<file path="src/design/nlp_pkg.sv">
// Shared types and constants for the nearest-line-to-point block.
// Used by nlp_front, nlp_fifo, nlp_back and nearest_line_to_point.
`default_nettype none

package nlp_pkg;

	localparam int COEF_W     = 16;
	localparam int IDX_W      = 10;
	localparam int PROD_W     = 32;
	localparam int NUM_W      = 34;
	localparam int ABS_W      = 32;
	localparam int SQ_W       = 64;
	localparam int DEN_W      = 32;
	localparam int MUL_W      = 32;
	localparam int WIDE_W     = 96;

	localparam int MAX_LINES  = 1024;
	localparam int POS_W      = $clog2(MAX_LINES);

	localparam int FIFO_DEPTH = 4;
	localparam int FIFO_PTR_W = $clog2(FIFO_DEPTH);
	localparam int FIFO_CNT_W = FIFO_PTR_W + 1;

	localparam int CFG_IDX_W  = 1;
	localparam int CFG_DATA_W = 16;

	localparam logic [CFG_IDX_W-1:0] REG_POINT_X = 1'd0;
	localparam logic [CFG_IDX_W-1:0] REG_POINT_Y = 1'd1;

	typedef struct packed {
		logic [SQ_W-1:0]   sq;
		logic [DEN_W-1:0]  den;
		logic [COEF_W-1:0] a;
		logic [COEF_W-1:0] b;
		logic [COEF_W-1:0] c;
		logic              degen;
		logic              hit;
		logic              last;
	} item_t;

endpackage

`default_nettype wire

</file>
<file path="src/design/nlp_back.sv">
// Back part: keeps the nearest line of the set and emits the result item.
// Exact 96-bit cross-multiplied compare on one shared 32x32 multiplier; uses nlp_pkg.
`default_nettype none

module nlp_back (
	input  wire logic                              clk,
	input  wire logic                              arst_n,
	input  wire logic                              q_valid,
	output logic                                   q_ready,
	input  wire nlp_pkg::item_t                    q_item,
	output logic                                   out_valid,
	input  wire logic                              out_ready,
	output logic [nlp_pkg::IDX_W-1:0]              best_index,
	output logic signed [nlp_pkg::COEF_W-1:0]      best_a,
	output logic signed [nlp_pkg::COEF_W-1:0]      best_b,
	output logic signed [nlp_pkg::COEF_W-1:0]      best_c,
	output logic                                   through_point,
	output logic                                   all_degenerate
);
	import nlp_pkg::*;

	typedef enum logic [2:0] {
		S_IDLE, S_M0, S_M1, S_M2, S_M3, S_M4, S_CMP, S_COMMIT
	} state_t;

	state_t             state_q;
	item_t              w_q;
	logic               take_q;

	logic [SQ_W-1:0]    bsq_q;
	logic [DEN_W-1:0]   bden_q;
	logic [COEF_W-1:0]  ba_q, bb_q, bc_q;
	logic [POS_W-1:0]   bpos_q;
	logic [POS_W-1:0]   pos_q;
	logic               bvalid_q;
	logic               hit_q;

	logic [SQ_W-1:0]    p_q;
	logic [SQ_W-1:0]    lo_q;
	logic [WIDE_W-1:0]  l_q, r_q;

	logic [MUL_W-1:0]   mul_x, mul_y;
	logic [SQ_W-1:0]    mul_p;

	logic [COEF_W-1:0]  nx_a, nx_b, nx_c;
	logic [POS_W-1:0]   nx_pos;
	logic               nx_valid;
	logic               commit_go;

	logic [IDX_W-1:0]   best_index_q;
	logic [COEF_W-1:0]  best_a_q, best_b_q, best_c_q;
	logic               through_q, all_degen_q, out_valid_q;

	always_comb begin
		mul_x = '0;
		mul_y = '0;
		unique case (state_q)
			S_M0: begin
				mul_x = w_q.sq[MUL_W-1:0];
				mul_y = bden_q;
			end
			S_M1: begin
				mul_x = w_q.sq[SQ_W-1:MUL_W];
				mul_y = bden_q;
			end
			S_M2: begin
				mul_x = bsq_q[MUL_W-1:0];
				mul_y = w_q.den;
			end
			S_M3: begin
				mul_x = bsq_q[SQ_W-1:MUL_W];
				mul_y = w_q.den;
			end
			default: ;
		endcase
	end

	assign mul_p = SQ_W'(mul_x) * SQ_W'(mul_y);

	assign nx_a     = take_q ? w_q.a : ba_q;
	assign nx_b     = take_q ? w_q.b : bb_q;
	assign nx_c     = take_q ? w_q.c : bc_q;
	assign nx_pos   = take_q ? pos_q : bpos_q;
	assign nx_valid = take_q ? !w_q.degen : bvalid_q;

	assign commit_go = (state_q == S_COMMIT) && !(w_q.last && out_valid_q && !out_ready);
	assign q_ready   = (state_q == S_IDLE);

	assign out_valid      = out_valid_q;
	assign best_index     = best_index_q;
	assign best_a         = $signed(best_a_q);
	assign best_b         = $signed(best_b_q);
	assign best_c         = $signed(best_c_q);
	assign through_point  = through_q;
	assign all_degenerate = all_degen_q;

	always_ff @(posedge clk or negedge arst_n) begin
		if (!arst_n) begin
			state_q      <= S_IDLE;
			w_q          <= '0;
			take_q       <= 1'b0;
			bsq_q        <= '0;
			bden_q       <= '0;
			ba_q         <= '0;
			bb_q         <= '0;
			bc_q         <= '0;
			bpos_q       <= '0;
			pos_q        <= '0;
			bvalid_q     <= 1'b0;
			hit_q        <= 1'b0;
			p_q          <= '0;
			lo_q         <= '0;
			l_q          <= '0;
			r_q          <= '0;
			best_index_q <= '0;
			best_a_q     <= '0;
			best_b_q     <= '0;
			best_c_q     <= '0;
			through_q    <= 1'b0;
			all_degen_q  <= 1'b0;
			out_valid_q  <= 1'b0;
		end else begin
			if (out_valid_q && out_ready && !(commit_go && w_q.last))
				out_valid_q <= 1'b0;
			unique case (state_q)
				S_IDLE: begin
					if (q_valid) begin
						w_q <= q_item;
						priority if (pos_q == '0 && !bvalid_q) begin
							take_q  <= 1'b1;
							state_q <= S_COMMIT;
						end else if (q_item.degen) begin
							take_q  <= 1'b0;
							state_q <= S_COMMIT;
						end else if (!bvalid_q) begin
							take_q  <= 1'b1;
							state_q <= S_COMMIT;
						end else begin
							state_q <= S_M0;
						end
					end
				end
				S_M0: begin
					p_q     <= mul_p;
					state_q <= S_M1;
				end
				S_M1: begin
					p_q     <= mul_p;
					lo_q    <= p_q;
					state_q <= S_M2;
				end
				S_M2: begin
					p_q     <= mul_p;
					l_q     <= {p_q, {MUL_W{1'b0}}} + WIDE_W'(lo_q);
					state_q <= S_M3;
				end
				S_M3: begin
					p_q     <= mul_p;
					lo_q    <= p_q;
					state_q <= S_M4;
				end
				S_M4: begin
					r_q     <= {p_q, {MUL_W{1'b0}}} + WIDE_W'(lo_q);
					state_q <= S_CMP;
				end
				S_CMP: begin
					take_q  <= (l_q < r_q);
					state_q <= S_COMMIT;
				end
				S_COMMIT: begin
					if (commit_go) begin
						state_q <= S_IDLE;
						if (w_q.last) begin
							out_valid_q  <= 1'b1;
							best_index_q <= IDX_W'(nx_pos);
							best_a_q     <= nx_a;
							best_b_q     <= nx_b;
							best_c_q     <= nx_c;
							through_q    <= hit_q || w_q.hit;
							all_degen_q  <= !nx_valid;
							bsq_q        <= '0;
							bden_q       <= '0;
							ba_q         <= '0;
							bb_q         <= '0;
							bc_q         <= '0;
							bpos_q       <= '0;
							pos_q        <= '0;
							bvalid_q     <= 1'b0;
							hit_q        <= 1'b0;
						end else begin
							hit_q <= hit_q || w_q.hit;
							if (take_q) begin
								bsq_q    <= w_q.sq;
								bden_q   <= w_q.den;
								ba_q     <= w_q.a;
								bb_q     <= w_q.b;
								bc_q     <= w_q.c;
								bpos_q   <= pos_q;
								bvalid_q <= !w_q.degen;
							end
							if (pos_q < POS_W'(MAX_LINES - 1))
								pos_q <= pos_q + 1'b1;
						end
					end
				end
				default: state_q <= S_IDLE;
			endcase
		end
	end

endmodule

`default_nettype wire

</file>
<file path="config.mk">
export PLATFORM = sky130hd
export DESIGN_NAME = nlp_back
export DESIGN_NICKNAME = d
export VERILOG_FILES = /design/src/design/nlp_pkg.sv /design/src/design/nlp_back.sv
export SDC_FILE = /design/constraint.sdc
export NUM_CORES = 2
export LEC_CHECK = 0
export BUFFER_PORTS_ARGS = -buffer_cell sky130_fd_sc_hd__clkbuf_2
export CORE_MARGIN = 8
export CORE_UTILIZATION = 25
export CTS_CLUSTER_SIZE = 12
export DETAILED_ROUTE_END_ITERATION = 8
export PLACE_DENSITY = 0.41
export SLEW_MARGIN = 20
export SYNTH_ARGS = -nofsm -noshare
export SYNTH_HDL_FRONTEND = slang
export SYNTH_SLANG_ARGS = --single-unit
</file>
<file path="constraint.sdc">
create_clock -name clk -period 9.85 [get_ports clk]
set_clock_uncertainty 0.2 [all_clocks]
set_input_delay 1.97 -clock clk [delete_from_list [all_inputs] [get_ports clk]]
set_output_delay 1.97 -clock clk [all_outputs]
set_load 0.03 [all_outputs]
</file>
Word level (Yosys, flattened, before mapping)
Cells that the tools add are included.
{"block": "classes", "n_addsub": 2, "mul": 1, "div_mod_pow": 0, "order_cmp": 2, "n_eq_ne": 10, "n_shift": 0, "muxes": 34, "n_bitwise": 0, "reduce_logical": 30}
{"cell": "two-way mux 64 bit", "count": 2}
{"cell": "case mux 32 bit (4 select lines)", "count": 1}
{"cell": "adder 96 x 64 -> 96 bit", "count": 1}
{"cell": "< comparator 96 bit", "count": 1}
{"cell": "two-way mux 16 bit", "count": 6}
{"cell": "multiplier 32 x 32 -> 64 bit", "count": 1}
{"cell": "two-way mux 32 bit", "count": 2}
{"cell": "case mux 32 bit (2 select lines)", "count": 1}
{"cell": "two-way mux 10 bit", "count": 4}
{"cell": "case mux 3 bit (8 select lines)", "count": 1}
{"cell": "two-way mux 3 bit", "count": 5}
{"cell": "== test 3 bit (second input constant)", "count": 4}
{"cell": "AND reduction 3 bit", "count": 4}
{"cell": "two-way mux 1 bit", "count": 11}
{"cell": "adder 10 x 1 -> 10 bit (second input constant)", "count": 1}
{"cell": "zero test 10 bit", "count": 1}
{"cell": "< comparator 10 bit (second input constant)", "count": 1}
{"cell": "logical AND 1 bit", "count": 7}
{"cell": "== test 3 x 2 -> 1 bit (second input constant)", "count": 2}
{"cell": "zero test 1 bit", "count": 6}
{"cell": "AND reduction 2 bit", "count": 3}
{"cell": "nonzero test 2 bit", "count": 3}
{"cell": "OR reduction 2 bit", "count": 3}
{"cell": "inequality test 2 bit (second input constant)", "count": 2}
{"cell": "other kinds (6)", "count": 6}
{"block": "totals", "regBits": 698, "latch_bits": 0, "mem_bits_rw": 0, "rom_bits": 0, "input_bits": 151, "out_inout_bits": 62, "wordCells": 109, "memories": 0}

Longest topological paths before layout
{"block": "logic_depth", "depth_word": 11, "ltp_mapped": 36, "ltp_nobuf": 30}

Worst setup path before layout
Ideal clock, no wire load.
{"block": "synth_path", "path_kind": "register to register", "from": "register state_q[1]", "to": "register p_q[54]", "setup_ns": 0.133, "t_arrival_ns": 8.741, "required_time_ns": 9.517, "path_slack_ns": 0.776, "stages_incl_launch_ff": 34, "path_buffers": 5, "period_less_slack_ns": 9.074, "cell_sequence": "dfrtp_1 inv_1 ha_1 nor2b_1 clkbuf_1 or2_2 clkbuf_1 clkbuf_1 a22oi_1 clkbuf_1 nor2_1 fa_1 fa_1 fa_1 inv_1 fa_1 inv_1 fa_1 inv_1 fa_1 inv_1 fa_1 fa_1 ha_1 clkbuf_1 nand4_1 a2111oi_0 o21ai_0 nand4_1 a221oi_1 o31ai_1 a21oi_1 xnor2_1 o21ai_0"}
{"block": "synth_between", "elab_chain_cells": 4, "word_cells_on_any_way": 10, "cone_classes": "1 x mul; 4 x eq/ne; 2 x mux; 3 x reduce/logical"}
{"item": "start: declaration", "line_no": "nlp_back.sv:26", "source": "state_t state_q;"}
{"item": "start signal: assignment", "line_no": "nlp_back.sv:99", "source": "state_q <= S_IDLE;"}
{"item": "start signal: assignment", "line_no": "nlp_back.sv:131", "source": "state_q <= S_COMMIT;"}
{"item": "start signal: assignment", "line_no": "nlp_back.sv:134", "source": "state_q <= S_COMMIT;"}
{"item": "== test 3 bit, or another cell as far along", "line_no": "nlp_back.sv:57, nlp_back.sv:125"}
{"item": "OR reduction 2 bit (no line)"}
{"item": "case mux 32 bit (2 select lines)", "line_no": "nlp_back.sv:57", "source": "unique case (state_q)"}
{"item": "multiplier 32 x 32 -> 64 bit", "line_no": "nlp_back.sv:78", "source": "assign mul_p = SQ_W'(mul_x) * SQ_W'(mul_y);"}
{"item": "end signal: assignment", "line_no": "nlp_back.sv:144", "source": "p_q <= mul_p;"}
{"item": "end signal: assignment", "line_no": "nlp_back.sv:148", "source": "p_q <= mul_p;"}
{"item": "end signal: assignment", "line_no": "nlp_back.sv:153", "source": "p_q <= mul_p;"}
{"item": "end: declaration", "line_no": "nlp_back.sv:38", "source": "logic [SQ_W-1:0] p_q;"}
Parallel ways exist; a longest one is shown, timed or not.
A chain may end at the register's enable or synchronous reset.

Worst setup path in the final report
{"block": "layout_path", "from": "register state_q[0]", "to": "register p_q[54]"}
The elaborated chain is that of the path after synthesis.

==> results.yml <==
route:
  wl_met2_um: 99520
  drc: 0
  top_layer: "met5"
  wl_met3_um: 10990
  wl_per_cell_um: 21.09
  ant_nets: 0
  dr.pass1.iters: 5
  first_iter_violations: 3245
  vias_per_cell: 4.621
  met1_length_um: 109900
  vias: 49580
  routed_wl_um: 226200
logic_synthesis:
  synth_seq_cells: 698
  synth_compound_area_frac: 0.1020
  synth-edff-count: 0
  synth_top_family_by_area: "adder cells"
  synth_async_sr_flop_share: 1.000
  ys_types: 80
  ys_seq_area_frac: 0.2698
  syn_area_per_cell_um2: 9.068
  synthesis.nets: 8584
  yosys.area_share.simple: 0.1575
  syn_inst: 7140
  synthMuxAreaShare: 0.02083
  synthXorXnorAreaFrac: 0.01569
  synth_area_mm2: 0.06474
  synth_fa_ha_area_frac: 0.3539
  synth_ff_type: "dfrtp_1"
  yosysWarningCount: 0
placement:
  dp.cells: 10580
  hpwl_um: 178100
  postPlaceCellArea_mm2: 0.07094
  gp_congestion: 0.8838
  io_buffer_count: 212
cells_and_area:
  final_cell_mix: "nand2_1, inv_1, fa_1, nor2_1, dfrtp_1"
  drive_gt1_frac: 0.09764
  fin_nets: 8704
  area_growth_syn_to_layout_pct: 14.01
  final_common_cell: "nand2_1"
  multi_input_area_mm2: 0.04248
  fin_area_mm2: 0.07381
  seq_area_mm2: 0.01747
  stdcell_count: 10730
  fillers: 27530
setup_path:
  cp_max_fo: 26
  crit_slowest_cell: "fa_1"
  r2r_slack_ns: 0.35
  start_kind: "register"
  cp-end-kind: "register"
  cp.arrival_ns: 9.85
  path_common_cell: "fa_1"
  reg2reg_to: "p_q[54]$_DFFE_PN0N_"
  max_stage_delay_ns: 0.66
  worstRegToRegCells: 31
  required_ns: 10.20
  criticalPathCategory: "register to register"
  reg2reg_from: "state_q[0]$_DFFE_PN0P_"
floorplanning:
  die-area_mm2: 0.2755
  core_area_mm2: 0.2585
  pin_count: 213
  die_x_um: 524.9
  initial_core_util: 0.2504
  row_count: 187
  die_y_um: 524.9
clocking:
  numCtsBuffers: 83
  cts_setup_buffers: 0
  tritoncts: "done"
  numClockSinks: 698
  root_buffer: "clkbuf_16"
  clk_pin_slew_ns: 0.06
  htree_levels: 3
  clk_path_buf_depth: 3
  clk_latency_ns: 0.71
grt:
  grt_pass1_wl_um: 344000
  grt_pass1_vias: 52100
  grt_max_degree: 155
  grt.total_usage: 0.1613
  overflow: 0
  antenna_found_initial: 6
sta:
  finalSetupTns_ns: 0
  slew_violations: 0
  finalCritPeriodShare: 0.9645
  fin_hold_ws_ns: 0.2714
  tightest_slew_ns: 1.230
  max-slew-margin-rel: 0.1803
  setup_viol: 0
  hold_violations: 0
  fin_crit_ns: 9.500
  max_freq_mhz: 105.3
  rsz0062_at_grt: "false"
hold_path:
  holdCritPathClass: "register to register"
  holdPathEnd: "r_q[0]$_DFFE_PN0P_"
  hold_depth: 2
  min-delay-start: "r_q[0]$_DFFE_PN0P_"
power_and_ir_drop:
  p_per_area_mw_per_mm2: 335.0
  p_leak_nw: 35.40
  finalPower_w: 0.02473
  peakVddDrop_mv: 0.1824
run_status:
  status: "finished, final reports clean"
run:
  maxCapViolCount: 0
==> logic make-up (layout without fill, tap and decap cells) <==
group | after synthesis | in the layout
muxes | 127 | 127
buffers and inverters | 1373 | 1556
other | 0 | 3
xor gates and xnor gates | 116 | 116
adders and majority gates | 1293 | 1293
AOI/OAI and AO/OA | 1031 | 1031
and+or+nand+nor | 2502 | 2502
DFF | 698 | 698
==> cells in the mapped netlist (40+ instances only) <==
library cell  number  share of area
mux2i_1           65          0.010
mux2_2            62          0.011
xor2_1            42         0.0057
a21oi_1          221          0.017
xnor2_1           74          0.010
nand2_1         1373          0.080
nand3_1           40         0.0031
a21o_1            85         0.0099
o21ai_0          360          0.028
a22o_1           120          0.016
dfrtp_1          698           0.27
nand4_1           48         0.0046
nor2_1           794          0.046
ha_1             396          0.077
inv_1            980          0.057
fa_1             897           0.28
clkbuf_1         360          0.021
nand2b_1         110          0.011
==> critical path, delay by kind of cell, from the launching register on <==
| kind | cells | cell delay (ns) |
|---|---|---|
| fa+ha+maj | 10 | 4.81 |
| compound gates | 8 | 1.67 |
| buf+inv | 8 | 1.13 |
| simple gates | 4 | 0.97 |
| flops | 1 | 0.39 |
| xor+xnor | 1 | 0.17 |
==> report_power, final <==
group / switching, W / internal, W / leakage (nW)
combinational: 0.0106 / 0.00569 / 25.1
clock: 0.00135 / 0.00184 / 1.38
sequential: 0.00119 / 0.00407 / 8.93
==> timing repair <==
action                                  in CTS  in global routing
endpoints found under the setup margin       0                  1
hold buffers                                 0                  0
gates resized for setup                      0                  2
==> state kept, by name, summed over array words and instances (netlist names), 3 cells and up <==
signal,count
ba_q,16
bb_q,16
bc_q,16
bden_q,32
best_a,16
best_b,16
best_c,16
best_index,10
bpos_q,10
bsq_q,64
l_q,96
lo_q,64
p_q,64
pos_q,10
r_q,96
state_q,3
w_q,147
==> cell type report <==
class / count / area share
Antenna cell: 3 / 0.0001017
Inverter: 980 / 0.04983
Sequential cell: 698 / 0.2367
Clock buffer: 112 / 0.03165
Timing Repair Buffer: 428 / 0.04217
Multi-Input combinational cell: 5069 / 0.5754
Clock inverter: 36 / 0.006441
Tap cell: 3402 / 0.05767
==> how the worst max path moves through the flow <==
stage | start | to | slack, ns | cells past startpoint
floorplan | state_q[1]$_DFFE_PN0P_ | p_q[54]$_DFFE_PN0N_ | 0.78 | 33
global placement | state_q[0]$_DFFE_PN0P_ | p_q[57]$_DFFE_PN0N_ | 0.34 | 30
detailed placement | state_q[0]$_DFFE_PN0P_ | p_q[59]$_DFFE_PN0N_ | 0.46 | 31
CTS | state_q[0]$_DFFE_PN0P_ | p_q[59]$_DFFE_PN0N_ | 0.43 | 31
global route | state_q[0]$_DFFE_PN0P_ | p_q[60]$_DFFE_PN0N_ | 0.02 | 27
finish | state_q[0]$_DFFE_PN0P_ | p_q[54]$_DFFE_PN0N_ | 0.35 | 31
==> through the flow <==
step                  util  setup slack, ns
floorplan                -           0.7760
global placement    0.2744           0.3379
detailed placement  0.2744           0.4587
CTS                 0.2853           0.4264
global route        0.2855          0.02422
finish              0.2855           0.3497
==> layer usage <==
| layer | GRT usage | vias up |
|---|---|---|
| li1 | - | 22780 |
| met1 | 0.2358 | 25260 |
| met2 | 0.2518 | 1261 |
| met3 | 0.02200 | 266 |
| met4 | 0.03823 | 4 |
| met5 | 0 | - |
(Power assumes the default switching activity.)
