<file path="src/design/nlp_pkg.sv">
// Shared types and constants for the nearest-line-to-point block.
// Used by nlp_front, nlp_fifo, nlp_back and nearest_line_to_point.
`default_nettype none

package nlp_pkg;

	localparam int COEF_W     = 16;
	localparam int IDX_W      = 10;
	localparam int PROD_W     = 32;
	localparam int NUM_W      = 34;
	localparam int ABS_W      = 32;
	localparam int SQ_W       = 64;
	localparam int DEN_W      = 32;
	localparam int MUL_W      = 32;
	localparam int WIDE_W     = 96;

	localparam int MAX_LINES  = 1024;
	localparam int POS_W      = $clog2(MAX_LINES);

	localparam int FIFO_DEPTH = 4;
	localparam int FIFO_PTR_W = $clog2(FIFO_DEPTH);
	localparam int FIFO_CNT_W = FIFO_PTR_W + 1;

	localparam int CFG_IDX_W  = 1;
	localparam int CFG_DATA_W = 16;

	localparam logic [CFG_IDX_W-1:0] REG_POINT_X = 1'd0;
	localparam logic [CFG_IDX_W-1:0] REG_POINT_Y = 1'd1;

	typedef struct packed {
		logic [SQ_W-1:0]   sq;
		logic [DEN_W-1:0]  den;
		logic [COEF_W-1:0] a;
		logic [COEF_W-1:0] b;
		logic [COEF_W-1:0] c;
		logic              degen;
		logic              hit;
		logic              last;
	} item_t;

endpackage

`default_nettype wire

</file>
<file path="src/design/nlp_fifo.sv">
// Short item queue between the front pipeline and the compare engine.
// Register-based, FIFO_DEPTH entries of item_t; depends on nlp_pkg.
`default_nettype none

module nlp_fifo (
	input  wire logic           clk,
	input  wire logic           arst_n,
	input  wire logic           wr_valid,
	output logic                wr_ready,
	input  wire nlp_pkg::item_t wr_item,
	output logic                rd_valid,
	input  wire logic           rd_ready,
	output nlp_pkg::item_t      rd_item
);
	import nlp_pkg::*;

	item_t                 mem_q [FIFO_DEPTH];
	logic [FIFO_PTR_W-1:0] wr_ptr_q, rd_ptr_q;
	logic [FIFO_CNT_W-1:0] cnt_q;
	logic                  push, pop;

	assign wr_ready = (cnt_q != FIFO_CNT_W'(FIFO_DEPTH));
	assign rd_valid = (cnt_q != '0);
	assign rd_item  = mem_q[rd_ptr_q];
	assign push     = wr_valid && wr_ready;
	assign pop      = rd_valid && rd_ready;

	always_ff @(posedge clk or negedge arst_n) begin
		if (!arst_n) begin
			wr_ptr_q <= '0;
			rd_ptr_q <= '0;
			cnt_q    <= '0;
		end else begin
			if (push)
				wr_ptr_q <= wr_ptr_q + 1'b1;
			if (pop)
				rd_ptr_q <= rd_ptr_q + 1'b1;
			if (push && !pop)
				cnt_q <= cnt_q + 1'b1;
			else if (pop && !push)
				cnt_q <= cnt_q - 1'b1;
		end
	end

	always_ff @(posedge clk) begin
		if (push)
			mem_q[wr_ptr_q] <= wr_item;
	end

endmodule

`default_nettype wire

</file>
<file path="config.mk">
export PLATFORM = sky130hd
export DESIGN_NAME = nlp_fifo
export DESIGN_NICKNAME = d
export VERILOG_FILES = /design/src/design/nlp_pkg.sv /design/src/design/nlp_fifo.sv
export SDC_FILE = /design/constraint.sdc
export NUM_CORES = 1
export LEC_CHECK = 0
export BUFFER_PORTS_ARGS = -buffer_cell sky130_fd_sc_hd__buf_2
export CAP_MARGIN = 10
export CORE_UTILIZATION = 30
export CTS_BUF_LIST = sky130_fd_sc_hd__clkbuf_8 sky130_fd_sc_hd__clkbuf_16
export DETAILED_ROUTE_END_ITERATION = 8
export PLACE_DENSITY = 0.47
export SLEW_MARGIN = 20
export SYNTH_ARGS = -nofsm -noshare
export SYNTH_HDL_FRONTEND = slang
export SYNTH_SLANG_ARGS = --single-unit
</file>
<file path="constraint.sdc">
create_clock -name clk -period 8.95 [get_ports clk]
set_clock_uncertainty 0.05 [all_clocks]
set_input_delay 1.79 -clock clk [delete_from_list [all_inputs] [get_ports clk]]
set_output_delay 1.79 -clock clk [all_outputs]
set_load 0.02 [all_outputs]
</file>
# Word-level counts from Yosys, hierarchy flattened
# Memory sizes are Yosys's and may differ from the RTL's.
# Index checks and enable logic that the tools add are counted.
# Widths: inputs -> output; s select.
[op_classes] eq_ne=1 addsub=4 n_mux=4 bitwise=0 n_reduce_logical=8 div=0 magnitude_cmp=0 multipliers=0 shifts=0
[op_table] operator="$mux 3" count=2
[op_table] operator="$add 2x1->2 const B" count=2
[op_table] operator="$logic_and 1x1->1" count=4
[op_table] operator="$add 3x1->3 const B" count=1
[op_table] operator="$ne 3x3->1 const B" count=1
[op_table] operator="$reduce_bool 3->1" count=1
[op_table] operator="$sub 3x1->3 const B" count=1
[op_table] operator="$logic_not 1->1" count=2
[op_table] operator="$mux 1" count=2
[op_table] operator="$reduce_bool 2->1" count=1
[word_totals] memories=1 output_inout_bits=149 regBits=7 in_bits=151 rom_bits=0 word_cells=21 mem_bits_rw=588 latchBits=0
[mem_list] name="mem_q" depth=4 width=147 read_ports=1 rd_clocked_by_memory_dff=0 wr=1 line_no="nlp_fifo.sv:17" rtl="item_t mem_q [FIFO_DEPTH];"

# Logic depth before layout (Yosys ltp)
# Gate-level depths: netlist of the first run.
[depth] word_depth=6 mapped_depth=8 mapped_depth_nobuf=8

# Worst setup path before layout of the first run
# No wires, ideal clock.
[synth_path] path_type="input to register" start="input wr_valid" end="memory mem_q[0][0] (netlist bit) (enable)" path_buffers=0 path_slack_ns=2.913 cell_stages=2 arrival_time_ns=5.463 setup_time_ns=0.524 required_ns=8.376 cell_sequence="a21boi_2 > and2_1"
[synth_via] elab_chain_len=3
[synth_rtl] element="start: declaration" line_no="nlp_fifo.sv:8" rtl="input wire logic wr_valid,"
[synth_rtl] element="$logic_and 1x1->1" line_no="nlp_fifo.sv:25" rtl="assign push = wr_valid && wr_ready;"
[synth_rtl] element="$mux 1" line_no="nlp_fifo.sv:46" rtl="if (push)"
[synth_rtl] element="$mux 1 (implied by the code)" line_no="nlp_fifo.sv:47" rtl="mem_q[wr_ptr_q] <= wr_item;"
[synth_rtl] element="end: declaration" line_no="nlp_fifo.sv:17"
# Every way passes these cells.

==> results by group, run 1 <==
Die
  • Starting density of the core: 30.30%
  • Die W: 270.5 microns
  • Top Ports: 300
  • Row count: 98
  • Die area: 73160 sq um
  • Die Ht: 270.5 microns
  • Core ar.: 71360 sq um

Worst setup path
  • Reg2reg start: cnt_q[0]
  • Critical path depth in cells: 3
  • Reg-to-reg endpoint: mem_q[3][132]
  • Cell family with most CP delay: buffers and inverters
  • CP cell instances: buf_4, mux4_2, buf_2
  • Critical Path End: rd_item[73]
  • Worst path bufs/invs: 2
  • Crit path kind: reg -> out
  • Type of origin of the critical path: register
  • CP max stage delay: 0.88 ns
  • Critical path data required time: 7.11 ns
  • R2R setup slack: 5.90 ns
  • Max Fanout on Critical Path: 55
  • Crit path from: rd_ptr_q[1]
  • Worst r2r path cells: 4
  • CP endpoint kind: primary output
  • Slowest cell on crit path: dfrtp_4
  • WP data arrival: 3.01 ns

Power and ir drop
  • Leakage: 8.908 nW
  • Pwr Density: 356.0 nW/um^2
  • Overall power: 9.412 mW
  • Peak supply drop: 207.4 uV

Routing
  • Vias: 9679
  • Initial drt markers: 414
  • Via density: 4.500
  • Remaining antenna violation count after routing: 0
  • Drt pass-1 iters: 4
  • Residual DRC: 0
  • Final WL: 45640 microns
  • Wire per inst: 21.22 microns

Synthesis
  • Sequential element share of the synthesized area: 82.46%
  • #FFs+latches synth: 595
  • Syn Inst Count: 803
  • EDFF count, synth: 588
  • Synth async-reset ratio: 1.176%
  • Mapped cell area: 21630 sq um
  • Syn Area/Cell: 26.93 sq um
  • Yosys warns: 0
  • Post-synth top area share: 81.65%
  • Synth unique cells: 20
  • Post-Syn Nets: 960
  • Synth top area cells: edfxtp_1, mux4_2, dfrtp_1
  • Prevailing post-synth register cell: edfxtp_1
  • Area leader, netlist: edfxtp_1

Clock network
  • CTS Hold Bufs: 0
  • CTS Buffer Depth: 3
  • CTS-repair resized insts: 0
  • Setup bufs post-CTS: 0
  • Worst-path clk slew: 0.05 ns
  • H-tree depth: 3
  • Num CTS Buffers: 70
  • CTS tree: built
  • Sink Count: 595
  • Clock insertion delay at the later pin of the skew report: 0.58 ns
  • Root Buffer: clkbuf_16

Global route
  • Total gr overflow: 0
  • Initial antenna violation count: 7
  • Largest net degree at the start of global routing: 134
  • Overall Global Routing Usage: 12.59%
  • First-pass GRT wire length: 68060 microns
  • Vias in the first global route: 10284

STA
  • Worst Hold Margin: 0.4773 ns
  • Period utilization: 54.21%
  • Final Hold Viols: 0
  • Slew Viols, Final: 0
  • Final setup viols: 0
  • Worst slew pin tran: 1.029 ns
  • Tmin final: 4.852 ns
  • Setup TNS: 0 ns
  • RSZ-0062 raised after global routing: false
  • Rel. slew slack: 31.38%
  • Top achievable clock speed: 206.1 MHz

Cells and area
  • Nets: 1310
  • Most common cell after layout, fill and taps aside: edfxtp_1
  • Post-Layout Cell Count: 2151
  • Share of cells above drive strength 1: 46.87%
  • Fillers: 6589
  • Most frequent cells in the layout: edfxtp_1, buf_2, mux4_2
  • Syn-to-layout area delta: 22.27%

Min path
  • Min-Delay Path Class: reg -> reg

Placement
  • I/O Buffers: 299
  • GP Congestion: 0.6781
  • Post-Place Cells: 2030
  • Post-DP HPWL: 25550 microns

Run status
  • Outcome: complete, no violations

Flow run
  • Maxcap violations: 0
## logic make-up after synthesis
group / after synthesis / synth area share [%]
AOI/OAI and AO/OA: 1 / 0.05207
xor gates and xnor gates: 6 / 0.2430
adders and majority gates: 6 / 0.3819
buffers and inverters: 36 / 1.215
DFF: 595 / 82.46
muxes: 149 / 15.41
and+or+nand+nor: 10 / 0.2372
## power by group
group / total [mW] / internal (mW) / switching (mW)
Combinational: 2.80 / 1.09 / 1.71
Sequential: 3.86 / 3.69 / 0.175
Clock: 2.75 / 1.67 / 1.08
## cell type report
class                           instances  area (sq um)  area share (%)
Antenna cell                            2         5.005         0.01893
Clock buffer                           74          1829           6.918
Clock inverter                         44         395.4           1.495
Inverter                                3         11.26         0.04259
Multi-Input combinational cell        172          3541           13.39
Sequential cell                       595         17840           67.47
Tap cell                              950          1189           4.495
Timing Repair Buffer                  311          1632           6.170
## per-layer routing
| layer | track usage, % | wire (microns) |
|---|---|---|
| met3 | 4.021 | 3195 |
| met2 | 19.92 | 21980 |
| met1 | 16.38 | 19500 |
| met4 | 4.148 | 900 |
| met5 | 0 | 63 |
## flip-flops by register name, summed over array words and instances, names as in the netlist
register / count
cnt_q: 3
mem_q: 588
wr_ptr_q: 2
rd_ptr_q: 2
## per-stage QoR
| step | setup WS (ns) | instance area [sq um] | util (%) |
|---|---|---|---|
| floorplan | 2.913 | 21630 | - |
| global placement | 4.406 | 24180 | 33.89 |
| detailed placement | 4.402 | 24180 | 33.89 |
| CTS | 3.932 | 26410 | 37.01 |
| global route | 3.887 | 26440 | 37.05 |
| finish | 4.098 | 26440 | 37.05 |
## worst min-delay path by stage
stage / depth (start not counted) / slack, ns / start / endpoint
3_5_place_dp: 1 / 0.47 / cnt_q[2] / cnt_q[2]
5_1_grt: 1 / 0.51 / cnt_q[2] / cnt_q[2]
4_1_cts: 1 / 0.48 / cnt_q[2] / cnt_q[2]
3_3_place_gp: 1 / 0.46 / cnt_q[2] / cnt_q[2]
2_1_floorplan: 1 / 0.44 / cnt_q[2] / cnt_q[2]
6_report: 1 / 0.48 / cnt_q[2] / cnt_q[2]
## synth_stat cells, types with 2 or more instances
library cell and number:
xor2_1 2, nand2_1 2, mux2_2 2, buf_1 2
mux4_2 147, edfxtp_1 588, buf_6 14, inv_1 3
dfrtp_1 7, buf_2 15, ha_1 5, xnor2_1 4
nor2_1 2, and2_1 4
Note: power is estimated with default switching activity, not from simulation.
==> inputs of run 2 (changes only) <==
==> constraint.sdc (replaced) <==
create_clock -name clk -period 4.8 [get_ports clk]
set_clock_uncertainty 0.05 [all_clocks]
set_input_delay 0.96 -clock clk [delete_from_list [all_inputs] [get_ports clk]]
set_output_delay 0.96 -clock clk [all_outputs]
set_load 0.02 [all_outputs]
==> results by group, run 2 (synthesis results as in run 1) <==
STA
  • Period utilization: 76.89%
  • Tmin final: 3.691 ns
  • Setup TNS: 0 ns (unchanged)
  • Worst Hold Margin: 0.1632 ns (-0.3141 ns)
  • Rel. slew slack: 43.96% (+13 points)
  • Top achievable clock speed: 271.0 MHz
  • RSZ-0062 raised after global routing: false
  • Final Hold Viols: 0 (unchanged)
  • Worst slew pin tran: 0.8405 ns (-0.1887 ns)
  • Slew Viols, Final: 0 (unchanged)
  • Setup WS post-layout: 1.109 ns (-2.989 ns)
  • Final setup viols: 0 (unchanged)

Cells and area
  • Syn-to-layout area delta: 22.80%
  • Nets: 1313 (+0.23%)
  • Share of cells above drive strength 1: 46.98% (+0.10 points)
  • Biggest register: mem_q
  • Fillers: 6548 (-0.62%)
  • Largest register FFs: 588 (unchanged)
  • Post-Layout Cell Count: 2160 (+0.42%)
  • Multi-input logic area: 3541 sq um (unchanged)
  • Cell area after layout: 26560 sq um (+0.44%)
  • Most frequent cells in the layout: edfxtp_1, buf_2, mux4_2
  • Utilization after layout: 37.21% (+0.16 points)
  • Regs by FF count: mem_q: 588 flops, cnt_q: 3 flops
  • Storage element area: 17840 sq um (unchanged)
  • Most common cell after layout, fill and taps aside: edfxtp_1

Global route
  • Vias in the first global route: 10541 (+2.5%)
  • Met3 Usage GRT: 4.890% (+0.87 points)
  • Total gr overflow: 0 (unchanged)
  • GR Util met1: 16.40% (about the same)
  • M2 GR Usage: 19.83% (-0.088 points)
  • Initial antenna violation count: 11 (+4)
  • Overall Global Routing Usage: 12.70% (+0.11 points)
  • First-pass GRT wire length: 68800 microns (+1.1%)
  • Largest net degree at the start of global routing: 94 (-30%)
  • Grt peak-use layer: met2

Routing
  • Via density: 4.457 (-0.94%)
  • Residual DRC: 0 (unchanged)
  • Initial drt markers: 483 (+17%)
  • Wire per inst: 21.28 microns (+0.29%)
  • Remaining antenna violation count after routing: 0 (unchanged)
  • Final WL: 45970 microns (+0.71%)
  • Drt pass-1 iters: 4 (unchanged)
  • Vias: 9628 (-0.53%)

Clock network
  • CTS Buffer Depth: 3 (unchanged)
  • CTS tree: built
  • Num CTS Buffers: 67 (-4.3%)
  • CTS-repair resized insts: 0 (unchanged)
  • Sink Count: 595 (unchanged)
  • Root Buffer: clkbuf_16
  • Clock insertion delay at the later pin of the skew report: 0.57 ns (about the same)
  • Worst-path clk slew: 0.06 ns (about the same)
  • H-tree depth: 3 (unchanged)
  • CTS Hold Bufs: 0 (unchanged)
  • Setup bufs post-CTS: 0 (unchanged)

Placement
  • Post-DP HPWL: 26680 microns (+4.4%)
  • Dpl ws: 1.608 ns (-2.794 ns)
  • GP Congestion: 0.6855 (+1.1%)
  • Post-Place Cell Area: 24390 sq um (+0.84%)
  • Post-Place Cells: 2037 (+0.34%)
  • I/O Buffers: 299 (unchanged)

Die
  • Row count: 98 (unchanged)
  • Top Ports: 300 (unchanged)
  • Die W: 270.5 microns (unchanged)
  • Starting density of the core: 30.30% (unchanged)
  • Core ar.: 71360 sq um (unchanged)
  • Die Ht: 270.5 microns (unchanged)
  • Die area: 73160 sq um (unchanged)

Power and ir drop
  • Peak supply drop: 365.8 uV (+76%)
  • Pwr Density: 659.2 nW/um^2 (+85%)
  • Leakage: 8.931 nW (+0.26%)
  • Overall power: 17.51 mW (+86%)

Worst setup path
  • Type of origin of the critical path: register
  • WP data arrival: 2.68 ns (-0.33 ns)
  • Max Fanout on Critical Path: 40 (-27%)
  • Critical path data required time: 3.79 ns (-3.32 ns)
  • CP endpoint kind: primary output
  • Crit path kind: reg -> out

Min path
  • Min-Delay Path Class: in -> async

Flow run
  • Maxcap violations: 0 (unchanged)

Run status
  • Outcome: complete, no violations
[run 2: layer usage]
layer | vias to the layer above | wire (microns)
met5 | - | 117
met4 | 18 | 974
met3 | 83 | 3350
met2 | 238 | 21840
met1 | 5075 | 19680
li1 | 4214 | -
[run 2: critical path, cell delays in order (launching register included)]
cell	delay, ns
dfrtp_4	0.91
buf_12	0.39
mux4_2	0.55
buf_2	0.18
[run 2: final timing paths]
check / startpoint / to / slack (ns) / cells past startpoint
worst min register to register: cnt_q[2] / cnt_q[2] / 0.47 / 1
worst min-delay path: arst_n / rd_ptr_q[1] / 0.16 / 1
worst max-delay path: rd_ptr_q[0] / rd_item[121] / 1.11 / 3
min in group clk: cnt_q[2] / cnt_q[2] / 0.47 / 1
worst max register to register: cnt_q[0] / mem_q[3][2] / 2.34 / 4
max in group asynchronous: arst_n / rd_ptr_q[0] / 4.33 / 1
[run 2: where the power goes]
part	switching, mW	internal (mW)	total [mW]
registers	0.388	6.86	7.25
logic	3.15	2.13	5.29
clock network	2.03	2.95	4.97
total	5.57	11.9	17.5
[run 2: final cells by class]
type,count,share of cell area (%)
clock inverter,51,1.640
sequential,595,67.18
timing repair buffer,317,6.803
antenna,3,0.02827
multi-input combinational,172,13.33
tap,950,4.476
clock buffer,69,6.502
inverter,3,0.04240
==> inputs of run 3 (changes only) <==
--- a/config.mk
+++ b/config.mk
@@ -10,7 +10,7 @@
 export CORE_UTILIZATION = 30
 export CTS_BUF_LIST = sky130_fd_sc_hd__clkbuf_8 sky130_fd_sc_hd__clkbuf_16
 export DETAILED_ROUTE_END_ITERATION = 8
-export PLACE_DENSITY = 0.47
+export PLACE_DENSITY = 0.49
 export SLEW_MARGIN = 20
 export SYNTH_ARGS = -nofsm -noshare
 export SYNTH_HDL_FRONTEND = slang
==> constraint.sdc (replaced) <==
create_clock -name clk -period 3.35 [get_ports clk]
set_clock_uncertainty 0.05 [all_clocks]
set_input_delay 0.67 -clock clk [delete_from_list [all_inputs] [get_ports clk]]
set_output_delay 0.67 -clock clk [all_outputs]
set_load 0.02 [all_outputs]
==> results by group, run 3 (synthesis results as in run 1) <==
Cells and area
  • Nets: 1329 (+1.2%)
  • Syn-to-layout area delta: 22.88% (about the same)
  • Storage element area: 17840 sq um (unchanged)
  • Share of cells above drive strength 1: 47.62% (+0.64 points)
  • Multi-input logic area: 3541 sq um (unchanged)
  • Fillers: 6575 (+0.41%)
  • Regs by FF count: mem_q: 588 flops, cnt_q: 3 flops
  • Post-Layout Cell Count: 2170 (+0.46%)
  • Biggest register: mem_q
  • Most frequent cells in the layout: edfxtp_1, buf_2, mux4_2
  • Largest register FFs: 588 (unchanged)
  • Most common cell after layout, fill and taps aside: edfxtp_1

Min path
  • Min-Delay Path Depth: 1
  • Min-Delay Path Class: in -> reg
  • Hold EP: mem_q[0][113]
  • Hold Path Origin: wr_item[113]

Global route
  • Largest net degree at the start of global routing: 81 (-14%)
  • Total gr overflow: 0 (unchanged)
  • Initial antenna violation count: 9 (-2)
  • Overall Global Routing Usage: 12.75% (+0.046 points)
  • Vias in the first global route: 10579 (+0.36%)
  • First-pass GRT wire length: 69220 microns (+0.61%)

STA
  • Period utilization: 92.41%
  • Worst Hold Margin: 0.2386 ns (+0.07544 ns)
  • Slew Viols, Final: 0 (unchanged)
  • Setup TNS: 0 ns (unchanged)
  • Setup WS post-layout: 0.2544 ns (-0.8549 ns)
  • Tmin final: 3.096 ns
  • Top achievable clock speed: 323.0 MHz
  • RSZ-0062 raised after global routing: false
  • Final Hold Viols: 0 (unchanged)
  • Worst slew pin tran: 0.6977 ns (-0.1428 ns)
  • Final setup viols: 0 (unchanged)
  • Rel. slew slack: 53.49% (+9.5 points)

Worst setup path
  • CP max stage delay: 0.62 ns (-0.29 ns)
  • Worst r2r path cells: 8 (+4)
  • Worst path bufs/invs: 2 (unchanged)
  • R2R setup slack: 1.15 ns (-1.19 ns)
  • Reg2reg start: cnt_q[1]
  • Cell family with most CP delay: flip-flops
  • Critical path data required time: 2.63 ns (-1.16 ns)
  • CP cell instances: buf_12, mux4_2, buf_2
  • Reg-to-reg endpoint: cnt_q[2]
  • Slowest cell on crit path: dfrtp_4
  • CP endpoint kind: primary output
  • Crit path kind: reg -> out
  • WP data arrival: 2.38 ns (-0.30 ns)
  • Max Fanout on Critical Path: 41 (+2.5%)
  • Type of origin of the critical path: register

Placement
  • Post-DP HPWL: 27860 microns (+4.4%)
  • Dpl ws: 0.8161 ns (-0.7922 ns)
  • GP Congestion: 0.6792 (-0.92%)
  • I/O Buffers: 299 (unchanged)
  • Post-Place Cells: 2051 (+0.69%)

Clock network
  • H-tree depth: 3 (unchanged)
  • Sink Count: 595 (unchanged)
  • CTS tree: built
  • CTS-repair resized insts: 0 (unchanged)
  • Num CTS Buffers: 68 (+1.5%)
  • CTS Buffer Depth: 3 (unchanged)
  • Worst-path clk slew: 0.06 ns (about the same)
  • Root Buffer: clkbuf_16
  • Clock insertion delay at the later pin of the skew report: 0.58 ns (about the same)

Power and ir drop
  • Pwr Density: 935.7 nW/um^2 (+42%)
  • Peak supply drop: 505.4 uV (+38%)
  • Leakage: 8.953 nW (+0.24%)

Run status
  • Outcome: complete, no violations

Die
  • Top Ports: 300 (unchanged)
  • Starting density of the core: 30.30% (unchanged)
  • Die Ht: 270.5 microns (unchanged)
  • Core ar.: 71360 sq um (unchanged)
  • Die W: 270.5 microns (unchanged)
  • Row count: 98 (unchanged)
  • Die area: 73160 sq um (unchanged)

Routing
  • Initial drt markers: 594 (+23%)
  • Remaining antenna violation count after routing: 0 (unchanged)
  • Wire per inst: 21.32 microns (+0.17%)
  • Residual DRC: 0 (unchanged)
  • Drt pass-1 iters: 4 (unchanged)
  • Vias: 9708 (+0.83%)
  • Final WL: 46260 microns (+0.64%)
  • Via density: 4.474 (+0.37%)

Flow run
  • Maxcap violations: 0 (unchanged)
-- run 3: changes by cell type in the layout (fill, tap and decap cells not counted), sizes merged --
cell	previous run	this run
buf	317	331
bufinv	6	1
clkinv	32	27
clkinvlp	1	5
clkbuf	69	71
diode	3	2
dlygate4sd3	0	1
-- run 3: repair_timing --
| action | CTS | global route |
|---|---|---|
| setup buffers | 0 | 0 |
| endpoints found under the hold margin | 7 | 0 |
| hold buffers | 1 | 0 |
-- run 3: layout make-up --
cell class / instances / share of cell area, %
multi-input combinational: 172 / 13.33
antenna: 2 / 0.01883
tap: 950 / 4.473
timing repair buffer: 332 / 7.326
clock inverter: 45 / 0.9935
sequential: 595 / 67.13
clock buffer: 71 / 6.686
inverter: 3 / 0.04238
-- run 3: where the power goes --
group / internal [mW] / total [mW] / leakage (nW) / switching (mW)
clock network: 3.91 / 6.78 / 1.03 / 2.88
logic: 3.15 / 7.86 / 2.45 / 4.72
registers: 9.83 / 10.2 / 5.47 / 0.392
-- run 3: metrics by stage --
step                util, %  total power [mW]  area [sq um]
finish                37.24             24.86         26570
global route          37.23             26.09         26570
CTS                   37.23             25.48         26570
detailed placement    34.36             18.56         24520
global placement      34.36             18.51         24520
floorplan                 -             15.64         21630
-- run 3: worst max-delay path by stage --
stage | startpoint | end | cells past startpoint
detailed placement | rd_ptr_q[0] | rd_item[31] | 3
global placement | rd_ptr_q[0] | rd_item[31] | 3
global route | rd_ptr_q[0] | rd_item[45] | 3
floorplan | wr_valid | mem_q[0][0] | 2
finish | rd_ptr_q[0] | rd_item[51] | 3
CTS | rd_ptr_q[0] | rd_item[31] | 3
-- run 3: worst register-to-register path, stage by stage, from the launching register on --
cell and delay [ns]:
dfrtp_1 0.42, or3_1 0.43, nand2_1 0.16, ha_1 0.20
inv_1 0.06, fa_1 0.37, xor2_1 0.15, nor2_1 0.12
xor2_1 0.16
-- run 3: layer usage --
layer	up-vias	routed length [microns]	track usage, %
met5	-	105	0
met4	16	990	4.222
met3	85	2747	3.887
met2	215	22610	20.43
met1	5153	19800	16.48
li1	4239	-	-
